===== src/hw/rtl/paged_texture_page_offset_macros.svh =====
// assertion macros shared by the rtl
`ifndef PAGED_TEXTURE_PAGE_OFFSET_MACROS_SVH
`define PAGED_TEXTURE_PAGE_OFFSET_MACROS_SVH

// same-cycle implication
`define PTPO_ASSERT_IMPL(name, ante, cons) \
  name: assert property (@(posedge clk) disable iff (rst) (ante) |-> (cons)) \
    else $error("ptpo assertion failed");

// next-cycle implication
`define PTPO_ASSERT_NEXT(name, ante, cons) \
  name: assert property (@(posedge clk) disable iff (rst) (ante) |=> (cons)) \
    else $error("ptpo assertion failed");

`endif


===== src/hw/rtl/ptpo_pkg.sv =====
`default_nettype none

package ptpo_pkg;

  localparam int MAX_LEVELS     = 16;
  localparam int OFFSET_BITS    = 40;
  localparam int EXT_BITS       = 16;
  localparam int BORDER_BITS    = 8;
  localparam int BPP_BITS       = 7;
  localparam int LCOUNT_BITS    = 5;
  localparam int LEVEL_BITS     = 4;
  localparam int PAGE_BITS      = EXT_BITS + 1;
  localparam int STORE_BITS     = EXT_BITS + BORDER_BITS + 1;
  localparam int CFG_INDEX_BITS = 3;
  localparam int CFG_DATA_BITS  = 16;
  localparam int DIV_RADIX_BITS = 4;
  localparam int DIV_STEPS      = EXT_BITS / DIV_RADIX_BITS;
  localparam int DIV_CNT_BITS   = (DIV_STEPS > 1) ? $clog2(DIV_STEPS) : 1;

  typedef logic [OFFSET_BITS-1:0]  offset_t;
  typedef logic [EXT_BITS-1:0]     ext_t;
  typedef logic [PAGE_BITS-1:0]    page_t;
  typedef logic [STORE_BITS-1:0]   store_t;
  typedef logic [LEVEL_BITS-1:0]   level_t;
  typedef logic [LCOUNT_BITS-1:0]  lcount_t;
  typedef logic [DIV_CNT_BITS-1:0] divcnt_t;

  localparam logic [CFG_INDEX_BITS-1:0] REG_IMAGE_WIDTH     = 3'd0;
  localparam logic [CFG_INDEX_BITS-1:0] REG_IMAGE_HEIGHT    = 3'd1;
  localparam logic [CFG_INDEX_BITS-1:0] REG_TILE_SIZE       = 3'd2;
  localparam logic [CFG_INDEX_BITS-1:0] REG_BORDER_SIZE     = 3'd3;
  localparam logic [CFG_INDEX_BITS-1:0] REG_BYTES_PER_PIXEL = 3'd4;
  localparam logic [CFG_INDEX_BITS-1:0] REG_HEADER_BYTES    = 3'd5;
  localparam logic [CFG_INDEX_BITS-1:0] REG_LEVEL_COUNT     = 3'd6;

  typedef enum logic [1:0] {
    ST_OK        = 2'd0,
    ST_BAD_LEVEL = 2'd1,
    ST_BAD_COL   = 2'd2,
    ST_BAD_ROW   = 2'd3
  } status_t;

  typedef enum logic [2:0] {
    MUL_NONE     = 3'd0,
    MUL_SW_SH    = 3'd1,
    MUL_P_BPP    = 3'd2,
    MUL_ROW_SW   = 3'd3,
    MUL_P_FULL   = 3'd4,
    MUL_COL_FULL = 3'd5,
    MUL_P_PH     = 3'd6
  } mul_op_t;

  typedef struct packed {
    ext_t                   image_width;
    ext_t                   image_height;
    ext_t                   tile_size;
    logic [BORDER_BITS-1:0] border_size;
    logic [BPP_BITS-1:0]    bytes_per_pixel;
    ext_t                   header_bytes;
    lcount_t                level_count;
  } cfg_t;

  typedef struct packed {
    logic    load_req;
    logic    div_start;
    logic    div_step;
    logic    ext;
    mul_op_t mul_op;
    logic    acc_en;
    logic    lvl_inc;
    logic    res_load;
  } cmd_t;

  typedef struct packed {
    logic bad_level;
    logic at_level;
    logic bad_page;
    logic res_free;
  } stat_t;

  typedef struct packed {
    ext_t rem;
    ext_t quo;
    ext_t dvd;
  } div_t;

endpackage

`default_nettype wire


===== src/hw/rtl/paged_texture_page_offset.sv =====
// Page offset lookup for a paged, mip-chained texture store.
// Request channel (req_valid/req_ready) carries mip_level, page_col and
// page_row; the result channel (res_valid/res_ready) returns byte_offset,
// page_width, page_height and status (0 ok, 1 bad level, 2 bad column,
// 3 bad row; sizes and offset are zero on error).
// Registers are written over the cfg channel (cfg_valid/cfg_ready, cfg_index,
// cfg_data), always ready; the user must write them only while no request is
// in flight, as the block itself does not enforce it.
// One request is worked at a time: each level below the requested one takes
// a radix-16 width/height divide plus stored extent and a level size product
// on one shared 40x25 multiplier. The next request is taken in S_IDLE, the
// state entered when the result is loaded, so a request is not taken before
// the last one is finished.
// A new request is taken while a finished result waits in the output
// register; if the receiver stalls, the next result waits in its final state
// and no further request is taken until the output register frees.
// Synchronous reset loads the default register values and empties the
// result register; no clearing pass is needed.
`default_nettype none

module paged_texture_page_offset (
  input  wire logic                                clk,
  input  wire logic                                rst,
  input  wire logic                                cfg_valid,
  output logic                                     cfg_ready,
  input  wire logic [ptpo_pkg::CFG_INDEX_BITS-1:0] cfg_index,
  input  wire logic [ptpo_pkg::CFG_DATA_BITS-1:0]  cfg_data,
  input  wire logic                                req_valid,
  output logic                                     req_ready,
  input  wire logic [ptpo_pkg::LEVEL_BITS-1:0]     mip_level,
  input  wire logic [ptpo_pkg::EXT_BITS-1:0]       page_col,
  input  wire logic [ptpo_pkg::EXT_BITS-1:0]       page_row,
  output logic                                     res_valid,
  input  wire logic                                res_ready,
  output logic [ptpo_pkg::OFFSET_BITS-1:0]         byte_offset,
  output logic [ptpo_pkg::PAGE_BITS-1:0]           page_width,
  output logic [ptpo_pkg::PAGE_BITS-1:0]           page_height,
  output logic [1:0]                               status
);

  ptpo_pkg::cfg_t  regs;
  ptpo_pkg::cmd_t  cmd;
  ptpo_pkg::stat_t stat;

  ptpo_cfg u_cfg (
    .clk       (clk),
    .rst       (rst),
    .cfg_valid (cfg_valid),
    .cfg_ready (cfg_ready),
    .cfg_index (cfg_index),
    .cfg_data  (cfg_data),
    .regs      (regs)
  );

  ptpo_ctrl u_ctrl (
    .clk       (clk),
    .rst       (rst),
    .req_valid (req_valid),
    .req_ready (req_ready),
    .stat      (stat),
    .cmd       (cmd)
  );

  ptpo_dp u_dp (
    .clk         (clk),
    .rst         (rst),
    .regs        (regs),
    .cmd         (cmd),
    .stat        (stat),
    .mip_level   (mip_level),
    .page_col    (page_col),
    .page_row    (page_row),
    .res_valid   (res_valid),
    .res_ready   (res_ready),
    .byte_offset (byte_offset),
    .page_width  (page_width),
    .page_height (page_height),
    .status      (status)
  );

endmodule

`default_nettype wire


===== src/hw/rtl/ptpo_cfg.sv =====
`default_nettype none

module ptpo_cfg (
  input  wire logic                                 clk,
  input  wire logic                                 rst,
  input  wire logic                                 cfg_valid,
  output logic                                      cfg_ready,
  input  wire logic [ptpo_pkg::CFG_INDEX_BITS-1:0]  cfg_index,
  input  wire logic [ptpo_pkg::CFG_DATA_BITS-1:0]   cfg_data,
  output ptpo_pkg::cfg_t                            regs
);

  assign cfg_ready = 1'b1;

  always_ff @(posedge clk) begin
    if (rst) begin
      regs.image_width     <= 16'd1024;
      regs.image_height    <= 16'd1024;
      regs.tile_size       <= 16'd256;
      regs.border_size     <= 8'd0;
      regs.bytes_per_pixel <= 7'd4;
      regs.header_bytes    <= 16'd11;
      regs.level_count     <= 5'd1;
    end else if (cfg_valid && cfg_ready) begin
      case (cfg_index)
        ptpo_pkg::REG_IMAGE_WIDTH:     regs.image_width     <= cfg_data;
        ptpo_pkg::REG_IMAGE_HEIGHT:    regs.image_height    <= cfg_data;
        ptpo_pkg::REG_TILE_SIZE:       regs.tile_size       <= cfg_data;
        ptpo_pkg::REG_BORDER_SIZE:     regs.border_size     <= cfg_data[7:0];
        ptpo_pkg::REG_BYTES_PER_PIXEL: regs.bytes_per_pixel <= cfg_data[6:0];
        ptpo_pkg::REG_HEADER_BYTES:    regs.header_bytes    <= cfg_data;
        ptpo_pkg::REG_LEVEL_COUNT:     regs.level_count     <= cfg_data[4:0];
        default: begin
        end
      endcase
    end
  end

endmodule

`default_nettype wire


===== src/hw/rtl/ptpo_ctrl.sv =====
`default_nettype none
`include "paged_texture_page_offset_macros.svh"

module ptpo_ctrl (
  input  wire logic            clk,
  input  wire logic            rst,
  input  wire logic            req_valid,
  output logic                 req_ready,
  input  wire ptpo_pkg::stat_t stat,
  output ptpo_pkg::cmd_t       cmd
);

  typedef enum logic [13:0] {
    S_IDLE  = 14'b00000000000001,
    S_START = 14'b00000000000010,
    S_DIV   = 14'b00000000000100,
    S_EXT   = 14'b00000000001000,
    S_LEVEL = 14'b00000000010000,
    S_LB1   = 14'b00000000100000,
    S_LB2   = 14'b00000001000000,
    S_F1    = 14'b00000010000000,
    S_F2    = 14'b00000100000000,
    S_F3    = 14'b00001000000000,
    S_F4    = 14'b00010000000000,
    S_F5    = 14'b00100000000000,
    S_F6    = 14'b01000000000000,
    S_DONE  = 14'b10000000000000
  } state_t;

  state_t            state, state_next;
  ptpo_pkg::divcnt_t cnt, cnt_next;
  logic              div_last;

  assign req_ready = (state == S_IDLE);
  assign div_last  = (cnt == ptpo_pkg::divcnt_t'(ptpo_pkg::DIV_STEPS - 1));

  always_comb begin
    state_next = state;
    cnt_next   = cnt;
    cmd        = '0;
    case (state)
      S_IDLE: begin
        if (req_valid) begin
          cmd.load_req = 1'b1;
          state_next   = S_START;
        end
      end
      S_START: begin
        if (stat.bad_level) begin
          state_next = S_DONE;
        end else begin
          cmd.div_start = 1'b1;
          cnt_next      = '0;
          state_next    = S_DIV;
        end
      end
      S_DIV: begin
        cmd.div_step = 1'b1;
        cnt_next     = ptpo_pkg::divcnt_t'(cnt + 1'b1);
        if (div_last) begin
          state_next = S_EXT;
        end
      end
      S_EXT: begin
        cmd.ext    = 1'b1;
        state_next = S_LEVEL;
      end
      S_LEVEL: begin
        if (!stat.at_level) begin
          cmd.mul_op = ptpo_pkg::MUL_SW_SH;
          state_next = S_LB1;
        end else if (stat.bad_page) begin
          state_next = S_DONE;
        end else begin
          cmd.mul_op = ptpo_pkg::MUL_ROW_SW;
          state_next = S_F1;
        end
      end
      S_LB1: begin
        cmd.mul_op = ptpo_pkg::MUL_P_BPP;
        state_next = S_LB2;
      end
      S_LB2: begin
        cmd.acc_en  = 1'b1;
        cmd.lvl_inc = 1'b1;
        state_next  = S_START;
      end
      S_F1: begin
        cmd.mul_op = ptpo_pkg::MUL_P_FULL;
        state_next = S_F2;
      end
      S_F2: begin
        cmd.mul_op = ptpo_pkg::MUL_P_BPP;
        state_next = S_F3;
      end
      S_F3: begin
        cmd.acc_en = 1'b1;
        cmd.mul_op = ptpo_pkg::MUL_COL_FULL;
        state_next = S_F4;
      end
      S_F4: begin
        cmd.mul_op = ptpo_pkg::MUL_P_PH;
        state_next = S_F5;
      end
      S_F5: begin
        cmd.mul_op = ptpo_pkg::MUL_P_BPP;
        state_next = S_F6;
      end
      S_F6: begin
        cmd.acc_en = 1'b1;
        state_next = S_DONE;
      end
      S_DONE: begin
        if (stat.res_free) begin
          cmd.res_load = 1'b1;
          state_next   = S_IDLE;
        end
      end
      default: begin
        state_next = S_IDLE;
      end
    endcase
  end

  always_ff @(posedge clk) begin
    if (rst) begin
      state <= S_IDLE;
      cnt   <= '0;
    end else begin
      state <= state_next;
      cnt   <= cnt_next;
    end
  end

  `PTPO_ASSERT_IMPL(a_res_load_free, cmd.res_load, stat.res_free)
  `PTPO_ASSERT_NEXT(a_accept_start, req_valid && req_ready, state == S_START)
  `PTPO_ASSERT_IMPL(a_ext_after_div, state == S_EXT, $past(state) == S_DIV && $past(div_last))

endmodule

`default_nettype wire


===== src/hw/rtl/ptpo_dp.sv =====
`default_nettype none
`include "paged_texture_page_offset_macros.svh"

module ptpo_dp (
  input  wire logic                              clk,
  input  wire logic                              rst,
  input  wire ptpo_pkg::cfg_t                    regs,
  input  wire ptpo_pkg::cmd_t                    cmd,
  output ptpo_pkg::stat_t                        stat,
  input  wire logic [ptpo_pkg::LEVEL_BITS-1:0]   mip_level,
  input  wire logic [ptpo_pkg::EXT_BITS-1:0]     page_col,
  input  wire logic [ptpo_pkg::EXT_BITS-1:0]     page_row,
  output logic                                   res_valid,
  input  wire logic                              res_ready,
  output logic [ptpo_pkg::OFFSET_BITS-1:0]       byte_offset,
  output logic [ptpo_pkg::PAGE_BITS-1:0]         page_width,
  output logic [ptpo_pkg::PAGE_BITS-1:0]         page_height,
  output logic [1:0]                             status
);

  function automatic ptpo_pkg::div_t div_iter(ptpo_pkg::div_t cur, ptpo_pkg::ext_t den);
    ptpo_pkg::div_t         v;
    logic [ptpo_pkg::EXT_BITS:0] part;
    v = cur;
    for (int k = 0; k < ptpo_pkg::DIV_RADIX_BITS; k++) begin
      part  = {v.rem, v.dvd[ptpo_pkg::EXT_BITS-1]};
      v.dvd = {v.dvd[ptpo_pkg::EXT_BITS-2:0], 1'b0};
      if (part >= {1'b0, den}) begin
        part  = part - {1'b0, den};
        v.quo = {v.quo[ptpo_pkg::EXT_BITS-2:0], 1'b1};
      end else begin
        v.quo = {v.quo[ptpo_pkg::EXT_BITS-2:0], 1'b0};
      end
      v.rem = part[ptpo_pkg::EXT_BITS-1:0];
    end
    return v;
  endfunction

  function automatic ptpo_pkg::store_t stored_ext(ptpo_pkg::ext_t e, ptpo_pkg::ext_t n,
                                                  logic [ptpo_pkg::BORDER_BITS-1:0] b);
    logic [ptpo_pkg::EXT_BITS+ptpo_pkg::BORDER_BITS-1:0] nb;
    nb = n * b;
    return ptpo_pkg::store_t'(e) + {nb, 1'b0};
  endfunction

  ptpo_pkg::level_t  req_lvl, lvl_i;
  ptpo_pkg::ext_t    req_col, req_row;
  ptpo_pkg::div_t    dw, dh;
  ptpo_pkg::ext_t    ncol, nrow;
  ptpo_pkg::store_t  sw, sh;
  ptpo_pkg::page_t   lastw, lasth;
  ptpo_pkg::offset_t prod, acc;

  ptpo_pkg::ext_t    wi, hi, ncol_c, nrow_c, edge_w, edge_h;
  ptpo_pkg::page_t   twob, full, pw, ph;
  ptpo_pkg::lcount_t levels;
  logic              bad_col, bad_row;
  ptpo_pkg::status_t res_status;
  ptpo_pkg::offset_t mul_a;
  ptpo_pkg::store_t  mul_b;
  logic [ptpo_pkg::OFFSET_BITS+ptpo_pkg::STORE_BITS-1:0] mul_full;
  logic              res_err, res_zero;

  assign wi = regs.image_width >> lvl_i;
  assign hi = regs.image_height >> lvl_i;

  // page counts and edge interiors from the divider results
  always_comb begin
    if (regs.tile_size == '0) begin
      ncol_c = '0;
      nrow_c = '0;
    end else begin
      ncol_c = dw.quo + ptpo_pkg::ext_t'(dw.rem != '0);
      nrow_c = dh.quo + ptpo_pkg::ext_t'(dh.rem != '0);
    end
    edge_w = (dw.rem != '0) ? dw.rem : regs.tile_size;
    edge_h = (dh.rem != '0) ? dh.rem : regs.tile_size;
  end

  assign twob = ptpo_pkg::page_t'({regs.border_size, 1'b0});
  assign full = ptpo_pkg::page_t'(regs.tile_size) + twob;
  assign pw   = (req_col == ncol - 1'b1) ? lastw : full;
  assign ph   = (req_row == nrow - 1'b1) ? lasth : full;

  assign levels  = (regs.level_count > ptpo_pkg::lcount_t'(ptpo_pkg::MAX_LEVELS))
                 ? ptpo_pkg::lcount_t'(ptpo_pkg::MAX_LEVELS) : regs.level_count;
  assign bad_col = (req_col >= ncol);
  assign bad_row = (req_row >= nrow);

  always_comb begin
    stat.bad_level = (ptpo_pkg::lcount_t'(req_lvl) >= levels);
    stat.at_level  = (lvl_i == req_lvl);
    stat.bad_page  = bad_col || bad_row;
    stat.res_free  = !res_valid || res_ready;
  end

  always_comb begin
    if (stat.bad_level) begin
      res_status = ptpo_pkg::ST_BAD_LEVEL;
    end else if (bad_col) begin
      res_status = ptpo_pkg::ST_BAD_COL;
    end else if (bad_row) begin
      res_status = ptpo_pkg::ST_BAD_ROW;
    end else begin
      res_status = ptpo_pkg::ST_OK;
    end
  end

  // shared multiplier operand select
  always_comb begin
    case (cmd.mul_op)
      ptpo_pkg::MUL_SW_SH: begin
        mul_a = ptpo_pkg::offset_t'(sw);
        mul_b = sh;
      end
      ptpo_pkg::MUL_P_BPP: begin
        mul_a = prod;
        mul_b = ptpo_pkg::store_t'(regs.bytes_per_pixel);
      end
      ptpo_pkg::MUL_ROW_SW: begin
        mul_a = ptpo_pkg::offset_t'(req_row);
        mul_b = sw;
      end
      ptpo_pkg::MUL_P_FULL: begin
        mul_a = prod;
        mul_b = ptpo_pkg::store_t'(full);
      end
      ptpo_pkg::MUL_COL_FULL: begin
        mul_a = ptpo_pkg::offset_t'(req_col);
        mul_b = ptpo_pkg::store_t'(full);
      end
      ptpo_pkg::MUL_P_PH: begin
        mul_a = prod;
        mul_b = ptpo_pkg::store_t'(ph);
      end
      default: begin
        mul_a = '0;
        mul_b = '0;
      end
    endcase
  end

  assign mul_full = mul_a * mul_b;

  always_ff @(posedge clk) begin
    if (cmd.load_req) begin
      req_lvl <= mip_level;
      req_col <= page_col;
      req_row <= page_row;
      lvl_i   <= '0;
      acc     <= ptpo_pkg::offset_t'(regs.header_bytes);
    end else begin
      if (cmd.lvl_inc) begin
        lvl_i <= lvl_i + 1'b1;
      end
      if (cmd.acc_en) begin
        acc <= acc + prod;
      end
    end
    if (cmd.div_start) begin
      dw <= '{rem: '0, quo: '0, dvd: wi};
      dh <= '{rem: '0, quo: '0, dvd: hi};
    end else if (cmd.div_step) begin
      dw <= div_iter(dw, regs.tile_size);
      dh <= div_iter(dh, regs.tile_size);
    end
    if (cmd.ext) begin
      ncol  <= ncol_c;
      nrow  <= nrow_c;
      sw    <= stored_ext(wi, ncol_c, regs.border_size);
      sh    <= stored_ext(hi, nrow_c, regs.border_size);
      lastw <= ptpo_pkg::page_t'(edge_w) + twob;
      lasth <= ptpo_pkg::page_t'(edge_h) + twob;
    end
    if (cmd.mul_op != ptpo_pkg::MUL_NONE) begin
      prod <= mul_full[ptpo_pkg::OFFSET_BITS-1:0];
    end
  end

  // result register
  always_ff @(posedge clk) begin
    if (rst) begin
      res_valid <= 1'b0;
    end else if (cmd.res_load) begin
      res_valid <= 1'b1;
    end else if (res_ready) begin
      res_valid <= 1'b0;
    end
  end

  always_ff @(posedge clk) begin
    if (cmd.res_load) begin
      status <= res_status;
      if (res_status == ptpo_pkg::ST_OK) begin
        byte_offset <= acc;
        page_width  <= pw;
        page_height <= ph;
      end else begin
        byte_offset <= '0;
        page_width  <= '0;
        page_height <= '0;
      end
    end
  end

  assign res_err  = res_valid && (status != ptpo_pkg::ST_OK);
  assign res_zero = (byte_offset == '0) && (page_width == '0) && (page_height == '0);

  `PTPO_ASSERT_IMPL(a_err_zero, res_err, res_zero)
  `PTPO_ASSERT_NEXT(a_load_valid, cmd.res_load, res_valid)
  `PTPO_ASSERT_IMPL(a_level_bound, cmd.lvl_inc, lvl_i != req_lvl)

endmodule

`default_nettype wire

===== config.mk =====
export PLATFORM = sky130hd
export DESIGN_NAME = paged_texture_page_offset
export DESIGN_NICKNAME = d
export VERILOG_FILES = /design/src/hw/rtl/ptpo_pkg.sv /design/src/hw/rtl/paged_texture_page_offset.sv /design/src/hw/rtl/ptpo_cfg.sv /design/src/hw/rtl/ptpo_ctrl.sv /design/src/hw/rtl/ptpo_dp.sv
export VERILOG_INCLUDE_DIRS = /design/src /design/src/hw/rtl
export SDC_FILE = /design/constraint.sdc
export NUM_CORES = 2
export LEC_CHECK = 0
export BUFFER_PORTS_ARGS = -buffer_cell sky130_fd_sc_hd__clkbuf_2
export CORE_UTILIZATION = 54
export DETAILED_ROUTE_END_ITERATION = 7
export PLACE_DENSITY = 0.7
export SLEW_MARGIN = 20
export SYNTH_ARGS = -nofsm -noshare
export SYNTH_HDL_FRONTEND = slang
export SYNTH_HIERARCHICAL = 1
export SYNTH_SLANG_ARGS = --single-unit

===== constraint.sdc =====
create_clock -name clk -period 21.3 [get_ports clk]
set_input_delay 2.13 -clock clk [delete_from_list [all_inputs] [get_ports clk]]
set_output_delay 2.13 -clock clk [all_outputs]
set_load 0.005 [all_outputs]

==> flow_summary.yaml <==
logic_synthesis:
  ys_warn_count: 6
  syn_nets: 8201
  synth_area_sq_um: 63000
  synth_cell_type_count: 104
  synth-async-reset-ratio_pct: 0
  synth_cells: 6922
  synth_ff_type: "edfxtp_1"
  avgSynthCellArea_sq_um: 9.09
  synth_edf_count: 316
  synth-seq-area-share_pct: 21.2
  synth_seq_cells: 509
setup_path:
  max_stage_delay_ns: 0.94
  crit_buf_inv: 3
  crit_required_ns: 21.72
  critPathLaunchType: "flip-flop"
  path_class: "flip-flop to flip-flop"
  worstPathMaxFanout: 25
  setup.worst_path.end_class: "flip-flop"
  worst_path_most_repeated_cell: "a21o_1"
  crit_arrival_ns: 14.65
  cp_top_family: "compound AO/OA/AOI/OAI gates"
  slowest_stage: "and2_1"
finish:
  drive_above_1_share_pct: 7.61
  final_common_cell: "inv_1"
  multiInputGateArea_sq_um: 44700
  antenna_cells: 0
  register_area_sq_um: 13400
  area_delta_synth_final_pct: 7.13
  stdcell_count: 8519
  mostFrequentLayoutCells: "inv_1, fa_1, nand2_1"
  nets: 8235
  nFillCells: 10100
clock_network:
  clk_latency_ns: 0.71
  post_cts_buffers: 0
  cts_tree: "yes"
  cts_made_buffers: 60
  cts_buffer_depth: 3
  cts_root_buf: "clkbuf_16"
  clock_sinks: 509
  path_clk_slew_ns: 0.06
  ctsHoldBuffers: 0
  cts_max_level: 2
  ctsResizeCount: 0
global_route:
  grtUsageTotal_pct: 33.9
  grt_max_degree: 78
  grt_pass1_wl_um: 302000
  grt_pass1_vias: 51200
  overflow: 0
  antenna_found_initial: 3
sta:
  worst_pin_slew_ns: 1.17
  hold_violations: 0
  fin_crit_ns: 14.23
  finalSetupViolCount: 0
  relSlewSlack_pct: 21.8
  finClkSkew_ns: 0.0404
  layout_worst_path_cycle_share_pct: 66.8
  finalSetupTns_ns: 0
  max_freq_ghz: 0.0703
  rsz0062_at_grt: "no"
  maxSlewViolCount: 0
floorplan:
  die_area_sq_um: 118000
  fp.coreArea_sq_um: 115000
  ios: 139
  start_util_pct: 54.8
  die_x_um: 343
  die_y_um: 343
  rows: 124
drt:
  avgViaCountPerCell: 5.97
  drtIter0Drc: 4577
  drc: 0
  first_pass_iters: 7
  totalWireLength_um: 199000
  routedWlPerCell_um: 23.4
  ant_nets: 0
  vias: 50900
place:
  dp_hpwl_um: 157000
  dp_cells: 8406
  portBuffers: 137
  routabilityCongestion: 0.992
worst_hold_path:
  hp-class: "flip-flop to flip-flop"
outcome:
  status: "completed"
job:
  maxCapViolCount: 0
-- synth_stat cells (all sizes together) (53+ instances only) --
cell,instances,share of area [%]
nor3,55,0.44
and2,199,2.0
mux2,89,1.6
fa,760,24
a21oi,272,2.2
nor2,675,4.0
xor2,110,1.5
nand2,701,4.2
ha,459,9.1
a21o,115,1.4
xnor2,255,3.5
nand2b,165,1.6
mux2i,202,3.2
clkbuf,230,1.4
o21ai,200,1.6
nand3,89,0.72
edfxtp,316,15
dfxtp,193,6.1
inv,1047,6.2
o21bai,53,0.63
and3,60,0.60
-- final cells by class --
class / count / share of cell area (%)
tap: 1512 / 2.81
multi-input combinational: 5092 / 66.3
sequential: 509 / 19.8
clock inverter: 30 / 0.532
timing repair buffer: 246 / 2.23
clock buffer: 83 / 2.49
inverter: 1047 / 5.83
-- kinds of logic after synthesis --
logic type                 Yosys count  synth area share (%)
AOI/OAI and AO/OA                 1015                  10.7
buffers and inverters             1321                  8.00
and+or+nand+nor                   2185                  16.3
other                                1               0.00596
xor gates and xnor gates           371                  5.29
adders and majority gates         1219                  33.3
DFF                                509                  21.2
muxes                              301                  5.17
-- registers in the layout, indices dropped and copies added (netlist names), 17 cells and up --
register and count:
u_dp/lastw 17, u_dp/prod 40, u_dp/sw 25, u_dp/lasth 17
u_dp/sh 25, u_dp/byte_offset 40, u_dp/page_height 17, u_dp/acc 40
u_dp/dw 48, u_dp/page_width 17, u_cfg/regs 84, u_dp/dh 48
-- path summary, 6_finish.rpt --
check                startpoint       endpoint  slack, ns  cells after the start
setup / recovery   u_dp/nrow[0]  u_dp/prod[39]       7.07                     43
hold / removal    u_cfg/regs[2]  u_cfg/regs[2]       0.48                      2
hold reg to reg   u_cfg/regs[2]  u_cfg/regs[2]       0.48                      2
setup reg to reg   u_dp/nrow[0]  u_dp/prod[39]       7.07                     43
-- tightest hold or removal path: cells and delay by family, from the launching register on --
| family | cells | cell delay [ns] |
|---|---|---|
| AND/OR/NAND/NOR | 1 | 0.06 |
| multiplexers | 1 | 0.06 |
| flip-flops | 1 | 0.31 |
-- per-stage QoR --
stage,worst slack (ns),cell area [sq um],hold WS (ns),utilization [%]
floorplan,9.30,63000,0.446,-
global placement,7.56,65400,0.462,56.9
detailed placement,7.33,65400,0.467,56.9
CTS,7.23,67400,0.478,58.6
global route,6.33,67400,0.497,58.7
finish,7.07,67400,0.478,58.7
-- metal layers --
layer  share of wire [%]  up-vias  GRT usage (%)
met3                 8.7      581           6.20
li1                    -    22800              -
met5              0.0065        -              0
met1                  39    25200           43.3
met2                  45     2327           54.2
met4                 6.6        2           19.3
Power is not shown: default switching activity piles up to over one toggle a cycle in this logic, so the estimate is an artifact.
